**config.mk**
```make
export PLATFORM = sky130hd
export DESIGN_NAME = tracker_order_row_sequencer_core
export DESIGN_NICKNAME = d
export VERILOG_FILES = /design/src/tors_pkg.sv /design/src/tors_ram.sv /design/src/tors_tbl.sv /design/src/tors_cfg.sv /design/src/tracker_order_row_sequencer_core.sv
export SDC_FILE = /design/constraint.sdc
export NUM_CORES = 2
export LEC_CHECK = 0
export BUFFER_PORTS_ARGS = -buffer_cell sky130_fd_sc_hd__buf_2
export CELL_PAD_IN_SITES_DETAIL_PLACEMENT = 0
export CELL_PAD_IN_SITES_GLOBAL_PLACEMENT = 1
export CORE_AREA = 8 8 522 524
export CTS_BUF_LIST = sky130_fd_sc_hd__clkbuf_2 sky130_fd_sc_hd__clkbuf_4 sky130_fd_sc_hd__clkbuf_8
export CTS_CLUSTER_SIZE = 10
export DETAILED_ROUTE_END_ITERATION = 8
export DIE_AREA = 0 0 530 532
export PLACE_DENSITY_LB_ADDON = 0.1
export SYNTH_ARGS = -nofsm -noshare
export SYNTH_HDL_FRONTEND = slang
export SYNTH_SLANG_ARGS = --single-unit
```
**constraint.sdc**
```tcl
create_clock -name clk -period 10.59 [get_ports clk]
set_input_delay 2.6475 -clock clk [delete_from_list [all_inputs] [get_ports clk]]
set_output_delay 2.6475 -clock clk [all_outputs]
set_load 0.01 [all_outputs]
```
**src/tors_pkg.sv**
```systemverilog
`timescale 1ns / 1ps
`default_nettype none

package tors_pkg;

  // request opcodes
  localparam logic [2:0] OP_FRAME     = 3'd0;
  localparam logic [2:0] OP_WR_ORDER  = 3'd1;
  localparam logic [2:0] OP_WR_BREAK  = 3'd2;
  localparam logic [2:0] OP_WR_SPEED  = 3'd3;
  localparam logic [2:0] OP_JUMP      = 3'd4;
  localparam logic [2:0] OP_START     = 3'd5;
  localparam logic [2:0] OP_RESTART   = 3'd6;

  // register indexes (paddr[3:2])
  localparam int          CFG_AW               = 4;
  localparam logic [1:0]  REG_FRAMES_PER_TICK  = 2'd0;
  localparam logic [1:0]  REG_ORDER_COUNT      = 2'd1;
  localparam logic [1:0]  REG_PATTERN_COUNT    = 2'd2;

  localparam logic [15:0] FPT_RESET     = 16'd882;
  localparam logic [7:0]  TPR_RESET     = 8'd6;
  localparam logic [7:0]  END_MARK      = 8'hFF;
  localparam logic [7:0]  DEFAULT_BREAK = 8'd63;
  localparam logic [8:0]  NO_PATTERN    = 9'h1FF;

  typedef struct packed {
    logic [15:0] frames_per_tick;
    logic [7:0]  order_count;
    logic [7:0]  pattern_count;
  } cfg_t;

endpackage

`default_nettype wire

```
**src/tors_ram.sv**
```systemverilog
`timescale 1ns / 1ps
`default_nettype none

// Generic RAM, one write port, one read port, registered read (old data on collision).
module tors_ram #(
  parameter int WIDTH = 8,
  parameter int DEPTH = 128,
  localparam int AW = (DEPTH > 1) ? $clog2(DEPTH) : 1
) (
  input  logic             clk,
  input  logic             we,
  input  logic [AW-1:0]    waddr,
  input  logic [WIDTH-1:0] wdata,
  input  logic [AW-1:0]    raddr,
  output logic [WIDTH-1:0] rdata
);

  logic [WIDTH-1:0] mem [DEPTH];
  logic [WIDTH-1:0] rdata_r;

  always_ff @(posedge clk) begin
    if (we) begin
      mem[waddr] <= wdata;
    end
    rdata_r <= mem[raddr];
  end

  assign rdata = rdata_r;

endmodule

`default_nettype wire

```
**src/tors_tbl.sv**
```systemverilog
`timescale 1ns / 1ps
`default_nettype none

// Table port: RAM plus write forwarding, so the read data always reflects
// every write up to the cycle in which the address was presented.
module tors_tbl #(
  parameter int WIDTH = 8,
  parameter int DEPTH = 128,
  localparam int AW = (DEPTH > 1) ? $clog2(DEPTH) : 1
) (
  input  logic             clk,
  input  logic             rst_n,
  input  logic             we,
  input  logic [AW-1:0]    waddr,
  input  logic [WIDTH-1:0] wdata,
  input  logic [AW-1:0]    raddr,
  output logic [WIDTH-1:0] rdata
);

  logic [WIDTH-1:0] ram_q;
  logic             hit_r;
  logic [WIDTH-1:0] fwd_r;

  tors_ram #(.WIDTH(WIDTH), .DEPTH(DEPTH)) u_ram (
    .clk   (clk),
    .we    (we),
    .waddr (waddr),
    .wdata (wdata),
    .raddr (raddr),
    .rdata (ram_q)
  );

  always_ff @(posedge clk) begin
    if (!rst_n) begin
      hit_r <= 1'b0;
    end else begin
      hit_r <= we && (waddr == raddr);
    end
    fwd_r <= wdata;
  end

  assign rdata = hit_r ? fwd_r : ram_q;

endmodule

`default_nettype wire

```
**src/tors_cfg.sv**
```systemverilog
`timescale 1ns / 1ps
`default_nettype none

module tors_cfg
  import tors_pkg::*;
(
  input  logic              clk,
  input  logic              rst_n,
  input  logic              psel,
  input  logic              penable,
  input  logic              pwrite,
  input  logic [CFG_AW-1:0] paddr,
  input  logic [31:0]       pwdata,
  output logic [31:0]       prdata,
  output logic              pready,
  output cfg_t              cfg
);

  cfg_t       cfg_r;
  cfg_t       cfg_nxt;
  logic       wr_en;
  logic [1:0] reg_idx;

  assign wr_en   = psel && penable && pwrite;
  assign reg_idx = paddr[3:2];
  assign pready  = 1'b1;

  always_comb begin
    cfg_nxt = cfg_r;
    if (wr_en) begin
      case (reg_idx)
        REG_FRAMES_PER_TICK: cfg_nxt.frames_per_tick = pwdata[15:0];
        REG_ORDER_COUNT:     cfg_nxt.order_count     = pwdata[7:0];
        REG_PATTERN_COUNT:   cfg_nxt.pattern_count   = pwdata[7:0];
        default: ;
      endcase
    end
  end

  always_ff @(posedge clk) begin
    if (!rst_n) begin
      cfg_r.frames_per_tick <= FPT_RESET;
      cfg_r.order_count     <= 8'd0;
      cfg_r.pattern_count   <= 8'd0;
    end else begin
      cfg_r <= cfg_nxt;
    end
  end

  always_comb begin
    case (reg_idx)
      REG_FRAMES_PER_TICK: prdata = {16'd0, cfg_r.frames_per_tick};
      REG_ORDER_COUNT:     prdata = {24'd0, cfg_r.order_count};
      REG_PATTERN_COUNT:   prdata = {24'd0, cfg_r.pattern_count};
      default:             prdata = 32'd0;
    endcase
  end

  assign cfg = cfg_r;

endmodule

`default_nettype wire

```
**src/tracker_order_row_sequencer_core.sv**
```systemverilog
`timescale 1ns / 1ps
`default_nettype none

// Channel   | Direction | Handshake           | Payload
// ----------+-----------+---------------------+-------------------------------------------
// in_       | in        | in_valid / in_ready | op, table_index, table_value, jump_order/row
// out_      | out       | out_valid/out_ready | cur_order/pattern/row/tick, events, done, loops
// cfg (APB) | in        | psel/penable/pready | frames_per_tick, order_count, pattern_count
//
// One request per clock unless out_ready holds the output. A request passes the
// input register, then the result register. The order, break and speed tables
// sit in RAMs with registered reads addressed from the next-state position, so
// the data for the current position is ready when the next request arrives.
// Reset: synchronous, active low; the tables are not cleared (no sweep).
// Stalls: in_ready drops only when the input register is full and the result
// register is held by out_ready low.
module tracker_order_row_sequencer_core
  import tors_pkg::*;
#(
  parameter int ORDER_DEPTH   = 128,
  parameter int PATTERN_DEPTH = 128
) (
  input  logic              clk,
  input  logic              rst_n,
  // request channel
  input  logic              in_valid,
  output logic              in_ready,
  input  logic [2:0]        in_op,
  input  logic [6:0]        in_table_index,
  input  logic [7:0]        in_table_value,
  input  logic [7:0]        in_jump_order,
  input  logic [7:0]        in_jump_row,
  // result channel
  output logic              out_valid,
  input  logic              out_ready,
  output logic [6:0]        out_cur_order,
  output logic [7:0]        out_cur_pattern,
  output logic [7:0]        out_cur_row,
  output logic [7:0]        out_cur_tick,
  output logic              out_tick_event,
  output logic              out_row_event,
  output logic              out_song_done,
  output logic [15:0]       out_loop_count,
  // configuration
  input  logic              psel,
  input  logic              penable,
  input  logic              pwrite,
  input  logic [CFG_AW-1:0] paddr,
  input  logic [31:0]       pwdata,
  output logic [31:0]       prdata,
  output logic              pready
);

  localparam int         OAW    = (ORDER_DEPTH > 1) ? $clog2(ORDER_DEPTH) : 1;
  localparam int         PAW    = (PATTERN_DEPTH > 1) ? $clog2(PATTERN_DEPTH) : 1;
  localparam logic [8:0] ODEPTH = 9'(ORDER_DEPTH);
  localparam logic [8:0] PDEPTH = 9'(PATTERN_DEPTH);

  cfg_t cfg;

  tors_cfg u_cfg (
    .clk     (clk),
    .rst_n   (rst_n),
    .psel    (psel),
    .penable (penable),
    .pwrite  (pwrite),
    .paddr   (paddr),
    .pwdata  (pwdata),
    .prdata  (prdata),
    .pready  (pready),
    .cfg     (cfg)
  );

  // ---------------------------------------------------------------------
  // Input register and handshake
  // ---------------------------------------------------------------------
  logic       s1_valid_r;
  logic [2:0] s1_op_r;
  logic [6:0] s1_idx_r;
  logic [7:0] s1_val_r;
  logic [7:0] s1_jo_r;
  logic [7:0] s1_jr_r;
  logic       out_valid_r;
  logic       fire;
  logic       in_acc;

  assign fire     = s1_valid_r && (!out_valid_r || out_ready);
  assign in_ready = !s1_valid_r || fire;
  assign in_acc   = in_valid && in_ready;

  always_ff @(posedge clk) begin
    if (!rst_n) begin
      s1_valid_r <= 1'b0;
    end else if (in_acc) begin
      s1_valid_r <= 1'b1;
    end else if (fire) begin
      s1_valid_r <= 1'b0;
    end
    if (in_acc) begin
      s1_op_r  <= in_op;
      s1_idx_r <= in_table_index;
      s1_val_r <= in_table_value;
      s1_jo_r  <= in_jump_order;
      s1_jr_r  <= in_jump_row;
    end
  end

  // ---------------------------------------------------------------------
  // Song position state
  // ---------------------------------------------------------------------
  logic [15:0] fl_r,     fl_nxt;
  logic [7:0]  tick_r,   tick_nxt;
  logic [7:0]  tpr_r,    tpr_nxt;
  logic        tpr_load_r, tpr_load_nxt; // speed RAM holds ticks-per-row this cycle
  logic [7:0]  row_r,    row_nxt;
  logic [6:0]  order_r,  order_nxt;
  logic [7:0]  pat_r,    pat_nxt;
  logic [8:0]  last_r,   last_nxt;
  logic        done_r,   done_nxt;
  logic [15:0] loops_r,  loops_nxt;
  logic        jmp_r,    jmp_nxt;
  logic [7:0]  pord_r,   pord_nxt;
  logic [7:0]  prow_r,   prow_nxt;
  logic        started_r, started_nxt;
  logic [7:0]  order0_r, order0_nxt;     // shadow of order entry 0
  logic [7:0]  speed0_r, speed0_nxt;     // shadow of speed entry 0

  // table ports
  logic            ord_we, brk_we, spd_we;
  logic [OAW-1:0]  ord_waddr, ord_j_addr, ord_n_addr;
  logic [PAW-1:0]  pat_waddr, pat_raddr;
  logic [7:0]      ord_j_rd, ord_n_rd, brk_rd, spd_rd;
  logic [7:0]      ord_n_full;

  // combinational helpers
  logic [7:0] eff_tpr;
  logic [7:0] tick_inc;
  logic [7:0] brk;
  logic [7:0] next_ord;
  logic       jmp_ok;
  logic       end_hit;
  logic       tick_ev;
  logic       row_ev;

  function automatic logic known(input logic [7:0] p, input logic [7:0] cnt);
    return (p < cnt) && ({1'b0, p} < PDEPTH);
  endfunction

  always_comb begin
    fl_nxt       = fl_r;
    tick_nxt     = tick_r;
    eff_tpr      = tpr_load_r ? spd_rd : tpr_r;
    tpr_nxt      = eff_tpr;
    tpr_load_nxt = 1'b0;
    row_nxt      = row_r;
    order_nxt    = order_r;
    pat_nxt      = pat_r;
    last_nxt     = last_r;
    done_nxt     = done_r;
    loops_nxt    = loops_r;
    jmp_nxt      = jmp_r;
    pord_nxt     = pord_r;
    prow_nxt     = prow_r;
    started_nxt  = started_r;
    order0_nxt   = order0_r;
    speed0_nxt   = speed0_r;
    ord_we       = 1'b0;
    brk_we       = 1'b0;
    spd_we       = 1'b0;
    tick_ev      = 1'b0;
    row_ev       = 1'b0;

    tick_inc = tick_r + 8'd1;
    brk      = known(pat_r, cfg.pattern_count) ? brk_rd : DEFAULT_BREAK;
    next_ord = {1'b0, order_r} + 8'd1;
    jmp_ok   = (pord_r < cfg.order_count) && ({1'b0, pord_r} < ODEPTH);
    end_hit  = next_ord[7] || ({1'b0, next_ord} >= ODEPTH) || (ord_n_rd == END_MARK);

    if (fire) begin
      case (s1_op_r)
        OP_FRAME: begin
          if (fl_r <= 16'd1) begin
            fl_nxt   = cfg.frames_per_tick;
            tick_ev  = 1'b1;
            tick_nxt = tick_inc;
            if ((eff_tpr != 8'd0) && (tick_inc == eff_tpr)) begin
              // row boundary
              tick_nxt = 8'd0;
              if (started_r && !done_r) begin
                if (jmp_r) begin
                  jmp_nxt  = 1'b0;
                  pord_nxt = 8'd0;
                  prow_nxt = 8'd0;
                  if (jmp_ok) begin
                    order_nxt = pord_r[6:0];
                    pat_nxt   = ord_j_rd;
                    row_nxt   = prow_r;
                  end
                end else if (row_r < brk) begin
                  row_nxt = row_r + 8'd1;
                end else begin
                  row_nxt = 8'd0;
                  if (end_hit) begin
                    // song end: back to the top, frozen until restart
                    order_nxt = 7'd0;
                    pat_nxt   = order0_r;
                    loops_nxt = loops_r + 16'd1;
                    done_nxt  = 1'b1;
                  end else begin
                    order_nxt = next_ord[6:0];
                    pat_nxt   = ord_n_rd;
                  end
                end
              end
              // new known pattern reloads the speed; value is picked up next cycle
              if (known(pat_nxt, cfg.pattern_count) && ({1'b0, pat_nxt} != last_r)) begin
                tpr_load_nxt = 1'b1;
              end
              last_nxt = {1'b0, pat_nxt};
              row_ev   = started_r && !done_nxt;
            end
          end else begin
            fl_nxt = fl_r - 16'd1;
          end
        end
        OP_WR_ORDER: begin
          ord_we = ({2'b00, s1_idx_r} < ODEPTH);
          if (ord_we && (s1_idx_r == 7'd0)) begin
            order0_nxt = s1_val_r;
          end
        end
        OP_WR_BREAK: begin
          brk_we = ({2'b00, s1_idx_r} < PDEPTH);
        end
        OP_WR_SPEED: begin
          spd_we = ({2'b00, s1_idx_r} < PDEPTH);
          if (spd_we && (s1_idx_r == 7'd0)) begin
            speed0_nxt = s1_val_r;
          end
        end
        OP_JUMP: begin
          jmp_nxt  = 1'b1;
          pord_nxt = s1_jo_r;
          prow_nxt = s1_jr_r;
        end
        OP_START: begin
          done_nxt    = 1'b0;
          loops_nxt   = 16'd0;
          row_nxt     = 8'd0;
          jmp_nxt     = 1'b0;
          pord_nxt    = 8'd0;
          prow_nxt    = 8'd0;
          tick_nxt    = 8'd0;
          order_nxt   = 7'd0;
          fl_nxt      = cfg.frames_per_tick;
          pat_nxt     = order0_r;
          last_nxt    = {1'b0, order0_r};
          started_nxt = 1'b1;
          if (known(order0_r, cfg.pattern_count)) begin
            tpr_load_nxt = 1'b1;
          end else begin
            tpr_nxt = speed0_r;
          end
        end
        OP_RESTART: begin
          if (started_r && done_r) begin
            done_nxt = 1'b0;
          end
        end
        default: ;
      endcase
    end
  end

  // Read addresses follow the next-state position.
  assign ord_n_full = {1'b0, order_nxt} + 8'd1;
  assign ord_n_addr = OAW'(ord_n_full);
  assign ord_j_addr = OAW'({1'b0, pord_nxt[6:0]});
  assign ord_waddr  = OAW'({1'b0, s1_idx_r});
  assign pat_waddr  = PAW'({1'b0, s1_idx_r});
  assign pat_raddr  = PAW'(pat_nxt);

  // Two order table copies: one follows the jump target, one the next entry.
  tors_tbl #(.WIDTH(8), .DEPTH(ORDER_DEPTH)) u_ord_jmp (
    .clk   (clk),
    .rst_n (rst_n),
    .we    (ord_we),
    .waddr (ord_waddr),
    .wdata (s1_val_r),
    .raddr (ord_j_addr),
    .rdata (ord_j_rd)
  );

  tors_tbl #(.WIDTH(8), .DEPTH(ORDER_DEPTH)) u_ord_nxt (
    .clk   (clk),
    .rst_n (rst_n),
    .we    (ord_we),
    .waddr (ord_waddr),
    .wdata (s1_val_r),
    .raddr (ord_n_addr),
    .rdata (ord_n_rd)
  );

  tors_tbl #(.WIDTH(8), .DEPTH(PATTERN_DEPTH)) u_brk (
    .clk   (clk),
    .rst_n (rst_n),
    .we    (brk_we),
    .waddr (pat_waddr),
    .wdata (s1_val_r),
    .raddr (pat_raddr),
    .rdata (brk_rd)
  );

  tors_tbl #(.WIDTH(8), .DEPTH(PATTERN_DEPTH)) u_spd (
    .clk   (clk),
    .rst_n (rst_n),
    .we    (spd_we),
    .waddr (pat_waddr),
    .wdata (s1_val_r),
    .raddr (pat_raddr),
    .rdata (spd_rd)
  );

  always_ff @(posedge clk) begin
    if (!rst_n) begin
      fl_r       <= 16'd0;
      tick_r     <= 8'd0;
      tpr_r      <= TPR_RESET;
      tpr_load_r <= 1'b0;
      row_r      <= 8'd0;
      order_r    <= 7'd0;
      pat_r      <= 8'd0;
      last_r     <= NO_PATTERN;
      done_r     <= 1'b0;
      loops_r    <= 16'd0;
      jmp_r      <= 1'b0;
      pord_r     <= 8'd0;
      prow_r     <= 8'd0;
      started_r  <= 1'b0;
    end else begin
      fl_r       <= fl_nxt;
      tick_r     <= tick_nxt;
      tpr_r      <= tpr_nxt;
      tpr_load_r <= tpr_load_nxt;
      row_r      <= row_nxt;
      order_r    <= order_nxt;
      pat_r      <= pat_nxt;
      last_r     <= last_nxt;
      done_r     <= done_nxt;
      loops_r    <= loops_nxt;
      jmp_r      <= jmp_nxt;
      pord_r     <= pord_nxt;
      prow_r     <= prow_nxt;
      started_r  <= started_nxt;
    end
    // table shadows, undefined until written like the tables
    order0_r <= order0_nxt;
    speed0_r <= speed0_nxt;
  end

  // ---------------------------------------------------------------------
  // Result register
  // ---------------------------------------------------------------------
  logic [6:0]  res_order_r;
  logic [7:0]  res_pat_r;
  logic [7:0]  res_row_r;
  logic [7:0]  res_tick_r;
  logic        res_tick_ev_r;
  logic        res_row_ev_r;
  logic        res_done_r;
  logic [15:0] res_loops_r;

  always_ff @(posedge clk) begin
    if (!rst_n) begin
      out_valid_r <= 1'b0;
    end else if (fire) begin
      out_valid_r <= 1'b1;
    end else if (out_ready) begin
      out_valid_r <= 1'b0;
    end
    if (fire) begin
      res_order_r   <= order_nxt;
      res_pat_r     <= pat_nxt;
      res_row_r     <= row_nxt;
      res_tick_r    <= tick_nxt;
      res_tick_ev_r <= tick_ev;
      res_row_ev_r  <= row_ev;
      res_done_r    <= done_nxt;
      res_loops_r   <= loops_nxt;
    end
  end

  assign out_valid       = out_valid_r;
  assign out_cur_order   = res_order_r;
  assign out_cur_pattern = res_pat_r;
  assign out_cur_row     = res_row_r;
  assign out_cur_tick    = res_tick_r;
  assign out_tick_event  = res_tick_ev_r;
  assign out_row_event   = res_row_ev_r;
  assign out_song_done   = res_done_r;
  assign out_loop_count  = res_loops_r;

  // ---------------------------------------------------------------------
  // Assertions
  // ---------------------------------------------------------------------
  a_tpr_load_after_fire: assert property (@(posedge clk) disable iff (!rst_n)
    tpr_load_r |-> $past(fire))
    else $error("speed reload flagged without a processed request");

  a_done_counts_loop: assert property (@(posedge clk) disable iff (!rst_n)
    $rose(done_r) |-> (loops_r == $past(loops_r) + 16'd1))
    else $error("song end without a loop count");

  a_done_needs_start: assert property (@(posedge clk) disable iff (!rst_n)
    done_r |-> started_r)
    else $error("song done before start");

  a_row_ev_has_tick: assert property (@(posedge clk) disable iff (!rst_n)
    (out_valid_r && res_row_ev_r) |-> res_tick_ev_r)
    else $error("row event without tick event");

endmodule

`default_nettype wire

```
==> metrics.md <==
| Metric | Value |
|---|---|
| Outcome | `finished clean` |
| Post-CTS Setup Bufs | `0` |
| Gp weighted congestion | `0.921` |
| Yosys top cell by area | `edfxtp_1` |
| Via count | `95900` |
| Top_reg_cell synth | `edfxtp_1` |
| Setup TNS | `0 ns` |
| Drt total wl | `458000 um` |
| Worst slew pin tran | `1.46 ns` |
| Power density cells | `169 mW/mm^2` |
| Fraction of layout cells with a size suffix above 1 | `15.9%` |
| Die Wd | `530 um` |
| Commonest cells in the netlist | `3172 x edfxtp_1, 1933 x nand2_1, 1080 x nand3_1` |
| HPWL after DPL | `290000 um` |
| Clk Latency, worst-skew pair | `1.18 ns` |
| Detailed Routing Iterations Pass 1 | `9` |
| Initial antenna violation count | `22` |
| Maximum vdd drop | `0.160 mV` |
| Initial Util | `54.8%` |
| Critical Path End Type | `register` |
| Sequential element share of the synthesized area | `68.3%` |
| Final Non-Filler Cells | `14800` |
| Pin count of the biggest net entering global routing | `193` |
| Reg clk slew, reported paths | `0.06 ns` |
| Initial DRC Count | `12100` |
| Final Max Tran Viols | `0` |
| DRT antenna net count | `0` |
| CTS tree | `done` |
| Slack of the critical path | `1.85 ns` |
| Number of global-route vias before repair | `92700` |
| Yosys reg bits | `3350` |
| DP Worst Slack | `1.92 ns` |
| Post-Syn Instances | `10600` |
| Final Hold Fails | `0` |
| Hold Slack | `0.458 ns` |
| Worst Setup Start Kind | `register` |
| Leak | `51.4 nW` |
| IO Pins | `162` |
| Post-Place Cells | `13800` |
| All-Layer GR Usage | `31.4%` |
| Total grt overflow | `0` |
| Worst Path Arrival | `9.75 ns` |
| Num CTS Buffers | `562` |
| CTS resizes | `0` |
| Clock Path Buffers | `4` |
| Layout area overhead | `10.6%` |
| Syn Area/Cell | `13.6 um^2` |
| Final Setup Violations | `0` |
| Wire length per cell | `31.0 um` |
| Clock Skews | `0.0658 ns` |
| Die Ht | `532 um` |
| Via density | `6.49` |
| Min cycle time layout | `8.74 ns` |
| First-pass GRT wire length | `651000 um` |
| CTS Hold Buffers Added | `0` |
| Share of the synthesized area in the top cell type | `65.9%` |
| Async SR Flop Fraction | `0%` |
| Critical setup path kind | `reg -> reg` |
| Top cells by area, synth | `edfxtp_1 66%, mux4_2 6.0%, nand2_1 5.0%, nand3_1 3.7%, mux2i_1 2.8%` |
| TritonCTS sink count | `3350` |
| Netlist cell types | `102` |
| Yosys Warn Count | `0` |
| Crit-path max FO | `96` |
| Number of remaining DRC errors | `0` |
| IO buf count | `126` |
| CTS H-Tree Depth | `6` |
| Final Cycle Share | `82.5%` |
| Hold crit path type | `reg -> reg` |
| EDFF count, synth | `3172` |
| Achievable Freq | `114 MHz` |
| Root buffer cell | `clkbuf_8` |
| Core Region | `0.264 mm^2` |
| Post-Syn Area | `0.145 mm^2` |
| Max_slew headroom | `2.20%` |
| Worst EP required | `11.61 ns` |
| Most common cell in the synthesized netlist | `edfxtp_1` |
| Placement Rows | `189` |
| Die ar. | `0.282 mm^2` |
| Max_cap viols | `0` |
| RSZ-0062 raised after global routing | `no` |
| # nets final | `10900` |
==> final cells by class <==
type | instances | area, um^2
Timing Repair Buffer | 381 | 3000
Clock inverter | 193 | 1360
Antenna cell | 5 | 12.5
Inverter | 58 | 258
Multi-Input combinational cell | 6476 | 42500
Fill cell | 20400 | 104000
Tap cell | 3533 | 4420
Clock buffer | 782 | 9450
Sequential cell | 3350 | 98800
==> through the flow <==
step                cell area [um^2]  power (W)  util [%]
floorplan                     145000     0.0155         -
global placement              149000     0.0159      56.5
detailed placement            149000     0.0159      56.5
CTS                           160000     0.0271      60.6
global route                  160000     0.0277      60.6
finish                        160000     0.0270      60.6
==> layout by cell type, fill, tap and decap left out, types with 29 or more instances in the layout <==
| cell | instances |
|---|---|
| clkinv_1 | 103 |
| xnor2_1 | 29 |
| inv_1 | 50 |
| edfxtp_1 | 3172 |
| nor2b_1 | 30 |
| and4b_1 | 32 |
| a31oi_1 | 141 |
| buf_2 | 126 |
| a22o_1 | 66 |
| a21oi_1 | 269 |
| a22oi_1 | 98 |
| mux4_2 | 387 |
| a2111oi_0 | 44 |
| buf_12 | 36 |
| nand2_1 | 1932 |
| buf_4 | 219 |
| a32oi_1 | 61 |
| ha_1 | 41 |
| a211oi_1 | 72 |
| nand3_1 | 1079 |
| nand4_1 | 63 |
| dfxtp_1 | 177 |
| o21ai_0 | 162 |
| nor4_1 | 83 |
| clkbuf_4 | 210 |
| nor2_1 | 616 |
| mux2i_1 | 400 |
| nor3_1 | 165 |
| o32ai_1 | 58 |
| o2111ai_1 | 36 |
| clkbuf_8 | 572 |
| and3_1 | 88 |
| o211ai_1 | 34 |
| mux2_2 | 45 |
| and2_1 | 59 |
==> sequential cells by signal, indices dropped and copies added (netlist names), 9 cells and up <==
register             count
out_loop_count          16
u_spd.u_ram.mem       1024
fl_r                    16
last_r                   9
u_cfg.cfg               32
u_ord_nxt.u_ram.mem   1024
loops_r                 16
u_brk.u_ram.mem       1024
==> routing by layer <==
layer  GRT usage, %  vias up  routed length (um)
li1               -    41100                   -
met1           42.3    48400              176000
met2           48.0     5361              208000
met3           8.11     1072               48800
met4           15.0       20               24900
met5              0        -                 119
==> critical path, stage by stage (launching register included) <==
cell       delay (ns)
dfxtp_1          0.35
inv_1            0.10
ha_1             0.32
a21o_1           0.19
a211oi_1         0.43
o31ai_1          0.32
a211oi_1         0.52
ha_1             0.35
a21oi_1          0.21
nor3_1           0.11
a2111oi_4        0.56
and2_1           0.63
nor4_1           0.09
or4_1            0.63
o211a_4          0.45
inv_16           0.44
buf_4            0.69
mux2i_1          0.26
a22o_1           0.16
nor2_1           0.04
a2111oi_0        0.83
and4b_1          0.70
a31oi_1          0.09
==> final timing paths <==
kind,cells after the start,to,slack [ns],from
setup reg to reg,22,u_brk.u_ram.rdata[0]$_DFF_P_,1.85,u_cfg.cfg[6]$_SDFFE_PN0P_
hold / removal,2,last_r[8]$_SDFFE_PN1P_,0.46,last_r[8]$_SDFFE_PN1P_
setup / recovery,22,u_brk.u_ram.rdata[0]$_DFF_P_,1.85,u_cfg.cfg[6]$_SDFFE_PN0P_
hold reg to reg,2,last_r[8]$_SDFFE_PN1P_,0.46,last_r[8]$_SDFFE_PN1P_
==> logic make-up (layout without fill, tap and decap cells) <==
family	count (synthesis)	in the layout	synth area share, %
mux	833	833	9.15
buf+inv	817	1414	2.47
flops	3350	3350	68.3
simple gates	4279	4279	13.2
compound gates	1257	1257	6.15
xor+xnor	48	48	0.320
other cells	2	22	0.00519
fa+ha+maj	42	42	0.363
==> power by group <==
group | internal [W] | total, W | switching [W]
Clock | 0.00598 | 0.0113 | 0.00533
Combinational | 0.000259 | 0.00107 | 0.000815
Sequential | 0.0145 | 0.0146 | 0.0000558
Total | 0.0208 | 0.0270 | 0.00620
Power figures use the tool's default switching activity.
